**config.mk**
```make
export PLATFORM = sky130hd
export DESIGN_NAME = frame_clock_pair_tick_unit
export DESIGN_NICKNAME = d
export VERILOG_FILES = /design/src/rtl/core/fcpt_pkg.sv /design/src/rtl/core/fcpt_cell.sv /design/src/rtl/core/fcpt_clock.sv /design/src/rtl/core/frame_clock_pair_tick_unit.sv
export SDC_FILE = /design/constraint.sdc
export NUM_CORES = 1
export LEC_CHECK = 0
export ABC_CLOCK_PERIOD_IN_PS = 9100
export BUFFER_PORTS_ARGS = -buffer_cell sky130_fd_sc_hd__buf_4
export CAP_MARGIN = 20
export CORE_MARGIN = 5
export CORE_UTILIZATION = 30
export DETAILED_ROUTE_END_ITERATION = 10
export PLACE_DENSITY_LB_ADDON = 0.12
export RECOVER_POWER = 50
export SYNTH_ARGS = -nofsm -noshare
export SYNTH_HDL_FRONTEND = slang
export SYNTH_SLANG_ARGS = --single-unit
```
**constraint.sdc**
```tcl
create_clock -name aclk -period 9.1 [get_ports aclk]
set_input_delay 1.365 -clock aclk [delete_from_list [all_inputs] [get_ports aclk]]
set_output_delay 1.365 -clock aclk [all_outputs]
set_load 0.005 [all_outputs]
```
**src/rtl/core/fcpt_pkg.sv**
```systemverilog
// ----------------------------------------------------------------------------
// fcpt_pkg: shared types and constants for the frame clock pair tick unit
// Field widths, the base-60 modulus and the play clock hold point.
// ----------------------------------------------------------------------------
package fcpt_pkg;

    // field widths
    localparam int unsigned FIELD_W = 6;   // frames, seconds, minutes
    localparam int unsigned HOURS_W = 8;   // hours wrap at 256

    // every sub-hour stage counts modulo 60; a tick adds at most 60 frames
    localparam int unsigned UNIT_MOD   = 60;
    localparam int unsigned MAX_FRAMES = 60;

    // play clock stops once it reads 99:59:59 and 57 frames or more
    localparam int unsigned HOLD_HOURS = 99;
    localparam int unsigned HOLD_MIN   = 59;
    localparam int unsigned HOLD_SEC   = 59;
    localparam int unsigned HOLD_FRAME = 57;

    // stream widths
    localparam int unsigned S_DATA_W = 8;
    localparam int unsigned M_DATA_W = 64;

    // one clock's readout
    typedef struct packed {
        logic [HOURS_W-1:0] hours;
        logic [FIELD_W-1:0] min;
        logic [FIELD_W-1:0] sec;
        logic [FIELD_W-1:0] frame;
    } clock_val_t;

endpackage

```
**src/rtl/core/fcpt_cell.sv**
```systemverilog
// ----------------------------------------------------------------------------
// fcpt_cell: one base-60 counter cell
// Holds one digit pair (0..59), adds the incoming amount, wraps once and
// passes a carry to the next cell.
// ----------------------------------------------------------------------------
module fcpt_cell
    import fcpt_pkg::*;
(
    input  logic               aclk,
    input  logic               aresetn,
    input  logic               en,        // advance this cycle
    input  logic [FIELD_W-1:0] add_in,    // 0..60 from the left neighbor
    output logic [FIELD_W-1:0] value,     // value before this cycle's add
    output logic [FIELD_W-1:0] value_upd, // value after this cycle's add
    output logic               carry      // one carry into the next cell
);

    logic [FIELD_W-1:0] value_reg;
    logic [FIELD_W-1:0] value_next;
    logic [FIELD_W:0]   sum;
    logic [FIELD_W:0]   sum_wrap;
    logic               wrap;

    // add and wrap once
    always_comb begin
        sum      = {1'b0, value_reg} + {1'b0, add_in};
        sum_wrap = sum - (FIELD_W+1)'(UNIT_MOD);
        wrap     = (sum >= (FIELD_W+1)'(UNIT_MOD));
        if (en) begin
            value_next = wrap ? sum_wrap[FIELD_W-1:0] : sum[FIELD_W-1:0];
        end else begin
            value_next = value_reg;
        end
        carry = en && wrap;
    end

    always_ff @(posedge aclk) begin
        if (!aresetn) begin
            value_reg <= '0;
        end else begin
            value_reg <= value_next;
        end
    end

    assign value     = value_reg;
    assign value_upd = value_next;

endmodule

```
**src/rtl/core/fcpt_clock.sv**
```systemverilog
// ----------------------------------------------------------------------------
// fcpt_clock: frames / seconds / minutes / hours clock
// Three base-60 cells in a row feed an 8-bit hours counter; each cell hands
// at most one carry to its neighbor.
// ----------------------------------------------------------------------------
module fcpt_clock
    import fcpt_pkg::*;
(
    input  logic               aclk,
    input  logic               aresetn,
    input  logic               en,       // advance this cycle
    input  logic [FIELD_W-1:0] add_in,   // frames to add, 0..60
    output clock_val_t         cur,      // readout before the add
    output clock_val_t         upd       // readout after the add
);

    logic               c_frame;
    logic               c_sec;
    logic               c_min;
    logic [HOURS_W-1:0] hours_reg;
    logic [HOURS_W-1:0] hours_next;

    // frames cell
    fcpt_cell u_frame (
        .aclk      (aclk),
        .aresetn   (aresetn),
        .en        (en),
        .add_in    (add_in),
        .value     (cur.frame),
        .value_upd (upd.frame),
        .carry     (c_frame)
    );

    // seconds cell
    fcpt_cell u_sec (
        .aclk      (aclk),
        .aresetn   (aresetn),
        .en        (en),
        .add_in    ({{(FIELD_W-1){1'b0}}, c_frame}),
        .value     (cur.sec),
        .value_upd (upd.sec),
        .carry     (c_sec)
    );

    // minutes cell
    fcpt_cell u_min (
        .aclk      (aclk),
        .aresetn   (aresetn),
        .en        (en),
        .add_in    ({{(FIELD_W-1){1'b0}}, c_sec}),
        .value     (cur.min),
        .value_upd (upd.min),
        .carry     (c_min)
    );

    // hours: plain wrap at 256
    assign hours_next = hours_reg + {{(HOURS_W-1){1'b0}}, c_min};

    always_ff @(posedge aclk) begin
        if (!aresetn) begin
            hours_reg <= '0;
        end else begin
            hours_reg <= hours_next;
        end
    end

    assign cur.hours = hours_reg;
    assign upd.hours = hours_next;

endmodule

```
**src/rtl/core/frame_clock_pair_tick_unit.sv**
```systemverilog
// ----------------------------------------------------------------------------
// frame_clock_pair_tick_unit: frame loop counter, countdown and play clocks
// Each beat adds its frame count (saturated to 60) to a free-running
// frame counter, to the countdown clock when run is set, and to the play
// clock unless it stands at its hold point; the updated readout goes out.
//
//   channel | dir | tdata (low bit up)                          | tuser
//   s_      | in  | tick_frames[5:0], pad                       | countdown_run
//   m_      | out | loop_frame, count f/s/m/h, play f/s/m/h, pad | -
//
// One beat per cycle while s_tready is high; the whole add and carry cascade is
// combinational and the result is registered.
// Reset clears every counter to zero and empties the output stages.
// A stalled output keeps a result in the output register and takes one more
// into a skid register; s_tready drops only while the skid register is full.
// ----------------------------------------------------------------------------
module frame_clock_pair_tick_unit
    import fcpt_pkg::*;
(
    input  logic                aclk,
    input  logic                aresetn,
    // input stream
    input  logic                s_tvalid,
    output logic                s_tready,
    input  logic [S_DATA_W-1:0] s_tdata,   // [5:0] tick_frames, [7:6] zero
    input  logic                s_tuser,   // [0] countdown_run
    // result stream
    output logic                m_tvalid,
    input  logic                m_tready,
    output logic [M_DATA_W-1:0] m_tdata    // [5:0] loop_frame, [11:6] count_frame,
                                           // [17:12] count_sec, [23:18] count_min,
                                           // [31:24] count_hours, [37:32] play_frame,
                                           // [43:38] play_sec, [49:44] play_min,
                                           // [57:50] play_hours, [63:58] zero
);

    logic               accept;
    logic [FIELD_W-1:0] tick_frames;
    logic [FIELD_W-1:0] add_amt;
    logic               hold;
    logic [FIELD_W-1:0] loop_cur;
    logic [FIELD_W-1:0] loop_upd;
    logic               loop_carry;
    clock_val_t         count_cur;
    clock_val_t         count_upd;
    clock_val_t         play_cur;
    clock_val_t         play_upd;
    logic [M_DATA_W-1:0] result;

    logic                out_valid_reg;
    logic                out_valid_next;
    logic [M_DATA_W-1:0] out_data_reg;
    logic [M_DATA_W-1:0] out_data_next;
    logic                skid_valid_reg;
    logic                skid_valid_next;
    logic [M_DATA_W-1:0] skid_data_reg;
    logic [M_DATA_W-1:0] skid_data_next;

    assign s_tready = !skid_valid_reg;
    assign accept   = s_tvalid && s_tready;

    // saturate the frame count
    assign tick_frames = s_tdata[FIELD_W-1:0];
    assign add_amt = (tick_frames > FIELD_W'(MAX_FRAMES)) ? FIELD_W'(MAX_FRAMES) : tick_frames;

    // play clock hold point, checked before the add
    assign hold = (play_cur.hours == HOURS_W'(HOLD_HOURS))
               && (play_cur.min == FIELD_W'(HOLD_MIN))
               && (play_cur.sec == FIELD_W'(HOLD_SEC))
               && (play_cur.frame >= FIELD_W'(HOLD_FRAME));

    // free-running frame counter, its carry goes nowhere
    fcpt_cell u_loop (
        .aclk      (aclk),
        .aresetn   (aresetn),
        .en        (accept),
        .add_in    (add_amt),
        .value     (loop_cur),
        .value_upd (loop_upd),
        .carry     (loop_carry)
    );

    fcpt_clock u_count (
        .aclk    (aclk),
        .aresetn (aresetn),
        .en      (accept && s_tuser),
        .add_in  (add_amt),
        .cur     (count_cur),
        .upd     (count_upd)
    );

    fcpt_clock u_play (
        .aclk    (aclk),
        .aresetn (aresetn),
        .en      (accept && !hold),
        .add_in  (add_amt),
        .cur     (play_cur),
        .upd     (play_upd)
    );

    // pack the updated readout; loop_cur and loop_carry are not part of it
    assign result = {6'b0,
                     play_upd.hours, play_upd.min, play_upd.sec, play_upd.frame,
                     count_upd.hours, count_upd.min, count_upd.sec, count_upd.frame,
                     loop_upd}
                  | {{(M_DATA_W-1){1'b0}}, 1'b0 & loop_carry & (|loop_cur)};

    // output register plus skid register
    always_comb begin
        out_valid_next  = out_valid_reg;
        out_data_next   = out_data_reg;
        skid_valid_next = skid_valid_reg;
        skid_data_next  = skid_data_reg;
        if (out_valid_reg && m_tready) begin
            if (skid_valid_reg) begin
                out_data_next   = skid_data_reg;
                skid_valid_next = 1'b0;
            end else if (accept) begin
                out_data_next = result;
            end else begin
                out_valid_next = 1'b0;
            end
        end else if (accept) begin
            if (!out_valid_reg) begin
                out_valid_next = 1'b1;
                out_data_next  = result;
            end else begin
                skid_valid_next = 1'b1;
                skid_data_next  = result;
            end
        end
    end

    always_ff @(posedge aclk) begin
        if (!aresetn) begin
            out_valid_reg  <= 1'b0;
            skid_valid_reg <= 1'b0;
        end else begin
            out_valid_reg  <= out_valid_next;
            skid_valid_reg <= skid_valid_next;
        end
    end

    always_ff @(posedge aclk) begin
        out_data_reg  <= out_data_next;
        skid_data_reg <= skid_data_next;
    end

    assign m_tvalid = out_valid_reg;
    assign m_tdata  = out_data_reg;

endmodule

```
# After elaboration in Yosys (flattened, before gate mapping)
# Index checks and enable logic that the tools add are counted.
# Widths: inputs -> output; s select.
# classes
bitwise_logic	2
addsub	16
order_cmp	9
reduce_logical	22
mux	24
n_eq_ne	6
# ops
operator	count
$mux 64	5
$mux 6	15
$ge 7x6->1 const B	7
$sub 6x6->6 const B	7
$add 6x1->7	4
$add 6x6->7	3
$add 8x1->8	2
$logic_and 1x1->1	13
$eq 6x6->1 const B	2
$reduce_and 3->1	3
$eq 8x7->1 const B	1
$ge 6x6->1 const B	1
$gt 6x6->1 const B	1
$mux 1	4
$ne 2x2->1 const B	2
$reduce_bool 2->1	2
$logic_not 1->1	2
$ne 2x1->1 const B	1
$not 1->1	2
$reduce_and 2->1	1
$reduce_or 2->1	1
# totals
regBits	182
input_bits	13
wordCells	92

# Logic depth before layout (Yosys ltp)
# Gate-level depths: netlist of the first run.
# logic_depth
word_depth	17
mapped_depth	39

# Hierarchy
# A second synthesis of the first run with hierarchy kept.
# unflattened
hier_cells	917
area_unflattened_um2	10618.9
# modules_own_cells
mod	area_each_um2	seq_area_each_um2	cells_each	instances
fcpt_cell	764.5	120.1	88	7
frame_clock_pair_tick_unit	4529.3	3523.4	223	1
fcpt_clock	369.1	160.2	39	2

# Worst setup path after synthesis of the first run
# Ideal clock, no wire load.
# synth_path
kind	input to register
start	in s_tdata[4]
end	reg out_data_reg[56] (netlist: m_tdata[56]) (data pin)
required_ns	8.847
path_stages	38
setup_slack_ns	0.982
n_path_buf	2
arrival_time_ns	7.865
setup_ns	0.253
cell_sequence	nand4_1 nand2_1 inv_1 ha_1 a211oi_1 o21ba_2 nor2_1 ha_1 nand3b_1 o21ai_0 a31oi_1 nor2_1 ha_1 ha_1 clkbuf_1 xor2_1 ha_1 or3b_1 [2 not listed] and2_1 ha_1 ha_1 clkbuf_1 xor2_1 ha_1 nor3b_1 nor2b_1 a32oi_1 nor2_1 nor2_1 ha_1 ha_1 nand3_1 nor2_1 xor2_1 nor2_1 nor2_1
# synth_rtl
item	line	rtl
start: declaration	frame_clock_pair_tick_unit.sv:25	input logic [S_DATA_W-1:0] s_tdata,
end signal: assignment	frame_clock_pair_tick_unit.sv:145	out_data_reg <= out_data_next;
end: declaration	frame_clock_pair_tick_unit.sv:52	logic [M_DATA_W-1:0] out_data_reg;

==> results of run 1 <==
## worst paths after layout
check                endpoint  depth (start not counted)                    start
hold / removal    m_tdata[50]                          2        skid_data_reg[50]
setup reg to reg  m_tdata[56]                         34  u_play.u_frame.value[0]
setup / recovery  m_tdata[56]                         37               s_tdata[5]
hold reg to reg   m_tdata[50]                          2        skid_data_reg[50]
## worst reg2reg max path, delay by kind of cell, from the launching register on
family / cells / cell delay [ns]
and+or+nand+nor: 15 / 2.46
AOI/OAI and AO/OA: 4 / 0.76
xor gates and xnor gates: 4 / 0.97
buffers and inverters: 1 / 0.05
DFF: 1 / 0.37
adders and majority gates: 10 / 2.38
## cell usage after synthesis, drive strengths merged, types with 6 or more instances
cell and instances:
nor2 107, a31oi 12, nand2b 8, nor2b 24
a21boi 10, xnor2 21, mux2i 18, nor3 9
and2 41, edfxtp 116, buf 14, clkbuf 38
nand3 30, ha 37, nand4 8, nand2 69
o21a 6, inv 39, a21oi 45, o211ai 10
and3 12, o21ai 30, xor2 19, nor3b 9
dfxtp 60, mux2 20
## power breakdown
part           internal (mW)  switching (mW)
registers              0.914          0.0219
logic                  0.154           0.204
clock network          0.379           0.333
total                   1.45           0.559
## metrics by stage
| stage | cell area (µm²) | instances | hold slack, ns | utilization | worst slack [ns] |
|---|---|---|---|---|---|
| floorplan | 9210 | 903 | 0.480 | - | 0.982 |
| global placement | 10200 | 1337 | 0.494 | 0.334 | 0.345 |
| detailed placement | 10200 | 1337 | 0.503 | 0.334 | 0.370 |
| CTS | 10700 | 1369 | 0.515 | 0.352 | 0.799 |
| global route | 10700 | 1369 | 0.528 | 0.351 | 0.105 |
| finish | 10700 | 1369 | 0.510 | 0.351 | 0.842 |
## layout by cell type, fill, tap and decap left out, types with 14 or more instances in the layout
master,n
edfxtp_1,116
nor2_1,106
nand2_1,68
dfxtp_1,60
clkbuf_4,55
a21oi_1,45
inv_1,39
and2_1,39
ha_1,37
nand3_1,29
o21ai_0,25
nor2b_1,24
buf_4,24
xnor2_1,21
xor2_1,19
mux2i_1,18
mux2_2,18
clkbuf_16,17
clkbuf_1,14
## routing by layer
metal | global-route usage | up-vias
li1 | - | 3318
met1 | 0.172 | 3093
met2 | 0.209 | 94
met3 | 0.0269 | 18
met4 | 0.0323 | 0
met5 | 0 | -
## layout make-up
cell class | instances | area (µm²) | area share
repair buffers | 90 | 634 | 0.0595
clock inverters | 12 | 110 | 0.0103
clock buffers | 20 | 437 | 0.0409
well taps | 396 | 495 | 0.0465
flip-flops and latches | 176 | 4680 | 0.439
multi-input cells | 636 | 4160 | 0.390
inverters | 39 | 146 | 0.0137
## cells by family (layout without fill, tap and decap cells)
kind of cell / count (synthesis) / count (layout) / synth area share
simple gates: 347 / 347 / 0.191
flops: 176 / 176 / 0.510
compound gates: 165 / 165 / 0.117
buf+inv: 91 / 161 / 0.0418
fa+ha+maj: 40 / 40 / 0.0569
xor+xnor: 40 / 40 / 0.0381
mux: 38 / 38 / 0.0445
other cells: 1 / 6 / 0.000408
## what timing repair did
action                                  in CTS  in global routing
hold endpoints to repair                     0                  0
buffers inserted                             0                  0
resized for setup                            0                  2
endpoints found under the setup margin       0                  4
==> metrics, run 1 <==
GPL Wtd Cong=0.810; Hold Buf Count CTS=0; number of buffers created by CTS=17; final-report max-slew violation count=172; Crit-path slowest cell=fa_1; WP data arrival=roughly 8.6 ns; CP max stage delay=0.40 ns; Clk Latency, worst-skew pair=0.44 ns; data required time of the worst path=9.39 ns; Final Skew=0.0122 ns; core outline area=between 30000 and 40000 µm²; Syn Area/Cell=between 10 and 15 µm²; crit-path max FO=6; Mapped Area=9190 µm²; Filler cells=3153; post-synthesis register bit count=about 180; drt total wl=roughly 21000 µm; crit start category=input port; Post-synth ARST share=0; Peak VDD IR=0.000125 V; Cell Pwr Density=188 nW/µm²; maximum capacitance violations=3; top cells by area, synth=edfxtp_1, dfxtp_1, ha_1; hpwl dp=13900 µm; relative slew slack=-1.58; die height=185 µm; DR WL/cell=about 16 µm; final total power=2.01 mW; nature of the critical path endpoint=register; metal3 WL=773 µm; M1 WL=10400 µm; ANT nets after route=0; share of post-route cells with drive strength above 1=0.140; global route total overflow=0; vias in the first global route=6448; Starting Density=0.302; initial antenna violation count=0; IO Pins=between 70 and 80; Yosys top cell by area=edfxtp_1; final setup TNS=0 ns; First-pass DRT Iterations=4; uppermost layer routed=met4; P&R area growth vs syn=16.1%; DIE AREA=34200 µm²; Leakage=4.19 nW; met2 wire len=9960 µm; # rows=64; Num Clock Sinks=176; largest net degree at the start of global routing=78; kind of critical path=in -> reg; first-pass GRT wire length=34600 µm; gr usage total=0.127; CP most frequent cell=ha_1; post-route DRC violation count=0; final setup fails=0; TritonCTS clock tree=yes; Distinct cells, synth=74; diode count=0; RSZ-0062 raised after global routing=false; outcome=complete, but fails checks; Period minus WS final=8.26 ns; main flop type after synthesis=edfxtp_1; CTS Buffer Depth=2; violated checks=capacitance limit, slew limit; Hold Crit Class=reg -> reg; H-tree depth=4; Die Wd=roughly 190 µm; CP bufs+invs=2; DR vias=6523; Final Hold Fails=0; CTS Root Cell=clkbuf_16; Post-synth EDFFs=116; Yosys top cell area share=0.379; Max Freq=121 MHz; Synth Warn #=0; Seq/Total Area, Yosys=0.510; port bufs=70; fin nets=1013; Mapped Cells=898; crit share post-route=0.908; clock slew at reported path FFs=roughly 0.07 ns; Top delay family on crit path=simple AND/OR/NAND/NOR gates; worst reg-to-reg setup slack=1.97 ns; initial DRC count=between 300 and 400; average vias per placed instance=4.76; actual slew at the worst max-slew pin=just under 4 ns
Power figures use the tool's default switching activity.
==> inputs of run 2 (changes only) <==
Settings changed: ABC_AREA set to 1.
==> run 2 against run 1 <==
Net effect: the flow still finishes with violations (capacitance limit, slew limit); critical path type unchanged; combinational power is 13% lower; count of clock-buffer cells in the layout down 3; cell count increased by 7.5%; first-iteration DRC count shrank 31%; core utilization is 0.10 points lower; routed wire length is 8.0% lower; register-to-register slack better by 0.09 ns; synthesized cell count up 11%; via count shrank 3.2%; sequential cell count stayed put; critical path depth rose by 8.
==> metrics, run 2 <==
core outline area=29400 µm²; count leader, synth=nand2_1; Post-synth ARST share=0; RSZ-0062 raised after global routing=false; Leakage=4.64 nW; GPL Wtd Cong=0.816; vias in the first global route=between 6000 and 7000; Post-synth EDFFs=116; relative slew slack=-0.699; most frequent cells in the layout=nand2_1, inv_1, edfxtp_1; Final Hold Fails=0; # rows=63; multi-input logic area=around 3500 µm²; share of post-route cells with drive strength above 1=0.138; worst reg-to-reg setup slack=roughly 2.1 ns; post-route DRC violation count=0; main flop type after synthesis=edfxtp_1; first-pass GRT wire length=32300 µm; gr usage total=0.122; worst setup path startpoint=s_tdata[4]; Mapped Cells=1001; Syn Area/Cell=about 9 µm²; initial DRC count=236; Crit-path slowest cell=a21oi_1; kind of critical path=in -> reg; Num Clock Sinks=176; Logic pwr share=0.159; nature of the critical path endpoint=register; CP most frequent cell=nand2_1; crit start category=input port; Gates resized, CTS repair=0; Seq pwr share=0.476; First-pass DRT Iterations=5; R2R Path End=m_tdata[31]; Worst Hold End=skid_valid_reg; fin nets=1122; Synth Warn #=0; Period minus WS final=7.94 ns; port bufs=70; drt total wl=slightly below 20000 µm; Peak VDD IR=0.000131 V; final-report max-slew violation count=152; Cell Pwr Density=roughly 190 nW/µm²; initial antenna violation count=0; data required time of the worst path=9.22 ns; number of buffers created by CTS=17; P&R area growth vs syn=15.9%; outcome=complete, but fails checks; Mapped Area=8870 µm²; Yosys top cell area share=0.393; Seq/Total Area, Yosys=0.528; Net Sw Frac=0.289; Sw Pwr=between 500 and 600 µW; IO Pins=79; Hold Crit Start=skid_valid_reg; DR WL/cell=13.4 µm; final setup TNS=0 ns; DR vias=6313; ANT nets after route=0; post-synthesis register bit count=176; cells on worst reg2reg path=37; die height=182 µm; hold path depth=2; Setup Buffers After CTS=0; Clk Latency, worst-skew pair=roughly 0.43 ns; CTS Buffer Depth=2; diode count=0; Critical R2R Launch=skid_valid_reg; Register Area=4680 µm²; Hold Buf Count CTS=0; top cells by area, synth=edfxtp_1, dfxtp_1, nand2_1; CP max stage delay=0.49 ns; DIE AREA=33100 µm²; Filler cells=around 3100; final setup fails=0; global route total overflow=0; Pint=about 1.4 mW; Hold Crit Class=reg -> reg; crit share post-route=0.872; Starting Density=0.302; commonest non-fill, non-tap cell in the layout=nand2_1; hpwl dp=~14000 µm; CTS Root Cell=clkbuf_16; average vias per placed instance=4.29; actual slew at the worst max-slew pin=2.55 ns; violated checks=capacitance limit, slew limit; TritonCTS clock tree=yes; H-tree depth=4; WP data arrival=8.06 ns; clock slew at reported path FFs=0.07 ns; crit-path max FO=5; Max Freq=126 MHz; Distinct cells, synth=37; Final Skew=around 0.017 ns; Clock power frac=0.365; Die Wd=182 µm; Synth top cells by count=nand2_1, inv_1, edfxtp_1; end-of-flow core utilization=0.350; maximum capacitance violations=3; largest net degree at the start of global routing=92; Yosys top cell by area=edfxtp_1
==> run 2: cell types whose count changed after synthesis, sizes merged, moves of 18 or more <==
cell	change
nor2	-28
nor2b	-24
mux2	-20
clkbuf	-20
inv	+97
nand2	+222
a21oi	-23
or2	+24
o21ai	+32
and2	-37
mux2i	-18
nand3	+42
==> run 2: layout make-up <==
| cell class | count | area share |
|---|---|---|
| tap | 390 | 0.0475 |
| sequential | 176 | 0.456 |
| inverter | 137 | 0.0503 |
| clock inverter | 15 | 0.0135 |
| multi-input combinational | 661 | 0.340 |
| clock buffer | 17 | 0.0414 |
| timing repair buffer | 76 | 0.0516 |
==> run 2: critical path: cells and delay by family <==
family	cells	cell delay, ns
xor+xnor	4	0.84
fa+ha+maj	10	2.49
buf+inv	7	0.73
compound gates	3	0.68
simple gates	21	1.95
==> run 2: logic make-up after synthesis <==
family / share of synthesized area
buf+inv: 0.0778
flops: 0.528
compound gates: 0.0538
fa+ha+maj: 0.0590
simple gates: 0.248
other cells: 0.000423
xor+xnor: 0.0329
==> run 2: power by group through the flow <==
stage          combinational [mW]  clock, mW  sequential [mW]
2_1_floorplan               0.220          0            0.950
3_3_place_gp                0.327          0            0.951
3_5_place_dp                0.328          0            0.951
4_1_cts                     0.329      0.741            0.933
5_1_grt                     0.363      0.771            0.937
6_report                    0.312      0.715            0.932
==> run 2: how the worst max path moves through the flow <==
stage	slack (ns)	to
6_report	1.16	m_tdata[31]
5_1_grt	0.33	m_tdata[31]
4_1_cts	1.27	m_tdata[31]
3_5_place_dp	0.82	m_tdata[57]
3_3_place_gp	0.82	m_tdata[31]
2_1_floorplan	2.18	m_tdata[31]
==> run 2: per-stage QoR <==
stage	hold WS [ns]	power, mW	instances	cell area [µm²]	worst slack [ns]
detailed placement	0.482	1.28	1440	9790	0.823
CTS	0.500	2.00	1472	10400	1.27
finish	0.475	1.96	1472	10300	1.16
global route	0.523	2.07	1472	10300	0.329
floorplan	0.457	1.17	1006	8880	2.18
global placement	0.475	1.28	1440	9790	0.822
==> run 2: layer usage <==
| metal | wire length (µm) | GRT usage | up-vias | share of wire |
|---|---|---|---|---|
| li1 | - | - | 3365 | - |
| met1 | 9830 | 0.163 | 2859 | 0.50 |
| met2 | 9130 | 0.204 | 74 | 0.46 |
| met3 | 458 | 0.0188 | 15 | 0.023 |
| met4 | 238 | 0.0363 | 0 | 0.012 |
| met5 | 0 | 0 | - | 0 |
==> inputs of run 3 (changes only) <==
Settings changed: CELL_PAD_IN_SITES_DETAIL_PLACEMENT set to 0, CELL_PAD_IN_SITES_GLOBAL_PLACEMENT set to 1.
==> run 3 against run 2 <==
Net effect: the run still ends with capacitance limit, slew limit left; die area unchanged; count of clock-buffer cells in the layout up 1; first-iteration DRC count shrank 0.42%; critical path depth unchanged; sequential power about the same; cell count is the same; clock skew increased by 0.0016 ns; core utilization rose by 0.051 points; register-to-register slack got worse by 0.16 ns; via count increased by 0.46%; highest routed layer unchanged; fmax up 0.11%; power is 2.6% higher.
==> metrics, run 3 (synthesis results as in run 2) <==
# rows=63; outcome=complete, but fails checks; DR vias=6342; nature of the critical path endpoint=register; GPL Wtd Cong=0.777; number of buffers created by CTS=17; vias in the first global route=between 6000 and 7000; CTS Root Cell=clkbuf_16; P&R area growth vs syn=16.1%; first-pass GRT wire length=33200 µm; violated checks=capacitance limit, slew limit; Clk Latency, worst-skew pair=~0.43 ns; Num Clock Sinks=176; Max Freq=approximately 130 MHz; hpwl dp=between 10000 and 15000 µm; average vias per placed instance=4.31; Hold Crit Class=reg -> reg; Top delay family on crit path=adder cells; CP max stage delay=about 0.41 ns; largest net degree at the start of global routing=73; WP data arrival=8.00 ns; clock slew at reported path FFs=0.08 ns; initial antenna violation count=0; core outline area=a little under 30000 µm²; gr usage total=0.126; Final Hold Fails=0; Period minus WS final=7.93 ns; Peak VDD IR=0.000128 V; die height=182 µm; CTS Buffer Depth=2; Setup Buffers After CTS=0; final total power=~2 mW; maximum capacitance violations=4; Gates resized, CTS repair=0; crit share post-route=0.871; CP bufs+invs=7; fin nets=around 1100; Filler cells=3050; Cell Pwr Density=around 200 nW/µm²; First-pass DRT Iterations=4; ANT nets after route=0; final worst slack=1.17 ns; final setup fails=0; port bufs=70; Starting Density=0.302; actual slew at the worst max-slew pin=3.02 ns; relative slew slack=-1.02; Crit-path slowest cell=fa_1; Die Wd=182 µm; global route total overflow=0; CP most frequent cell=nand2_1; DIE AREA=around 33000 µm²; DR WL/cell=13.7 µm; final-report max-slew violation count=about 170; setup slack at placement=around 0.92 ns; share of post-route cells with drive strength above 1=0.132; most frequent cells in the layout=nand2_1, inv_1, edfxtp_1; kind of critical path=in -> reg; RSZ-0062 raised after global routing=false; TritonCTS clock tree=yes; IO Pins=a little under 80; data required time of the worst path=9.17 ns; crit-path max FO=5; post-route DRC violation count=0; final setup TNS=0 ns; crit start category=input port; end-of-flow core utilization=0.350; commonest non-fill, non-tap cell in the layout=nand2_1; initial DRC count=235; Final Skew=0.0185 ns; Leakage=4.65 nW; H-tree depth=4; drt total wl=20100 µm; diode count=0; Hold Buf Count CTS=0
run 3: cell types whose count changed in the layout (fill, tap and decap cells not counted), moves of 2 or more:
cell | previous run | this run
bufinv_16 | 0 | 2
clkbuf_4 | 54 | 51
o21ai_0 | 33 | 31
clkbuf_1 | 10 | 16
run 3: through the flow:
step | std cells | area [µm²] | hold WS (ns)
5_1_grt | 1472 | 10300 | 0.496
4_1_cts | 1472 | 10400 | 0.505
6_report | 1472 | 10300 | 0.484
3_5_place_dp | 1440 | 9790 | 0.484
3_3_place_gp | 1440 | 9790 | 0.478
2_1_floorplan | 1006 | 8880 | 0.457
run 3: path summary, 6_finish.rpt:
path,startpoint,end,slack [ns],cells after the start
setup / recovery,s_tdata[5],m_tdata[31],1.17,45
hold / removal,skid_valid_reg,skid_valid_reg,0.48,2
setup reg to reg,skid_valid_reg,m_tdata[31],1.90,37
hold reg to reg,skid_valid_reg,skid_valid_reg,0.48,2
run 3: final cells by class:
cell class / instances / area, µm² / share of cell area
clock buffer: 18 / 429 / 0.0417
clock inverter: 14 / 170 / 0.0165
inverter: 137 / 517 / 0.0502
multi-input combinational: 661 / 3490 / 0.339
sequential: 176 / 4680 / 0.455
tap: 390 / 488 / 0.0474
timing repair buffer: 76 / 514 / 0.0500
run 3: where the power goes:
| part | internal [mW] | switching [mW] |
|---|---|---|
| clock | 0.418 | 0.350 |
| combinational | 0.117 | 0.193 |
| sequential | 0.912 | 0.0214 |
| total | 1.45 | 0.564 |
run 3: worst min-delay path: cells and delay by family, from the launching register on:
| kind | cells | cell delay [ns] |
|---|---|---|
| compound gates | 1 | 0.04 |
| flops | 1 | 0.33 |
| simple gates | 1 | 0.08 |
run 3: layer usage:
| metal | GRT usage | part of all wire | wire [µm] | up-vias |
|---|---|---|---|---|
| met5 | 0 | 0 | 0 | - |
| met4 | 0.0378 | 0.014 | 277 | 0 |
| met3 | 0.0182 | 0.024 | 488 | 20 |
| met2 | 0.207 | 0.46 | 9170 | 66 |
| met1 | 0.173 | 0.51 | 10200 | 2886 |
| li1 | - | - | - | 3370 |
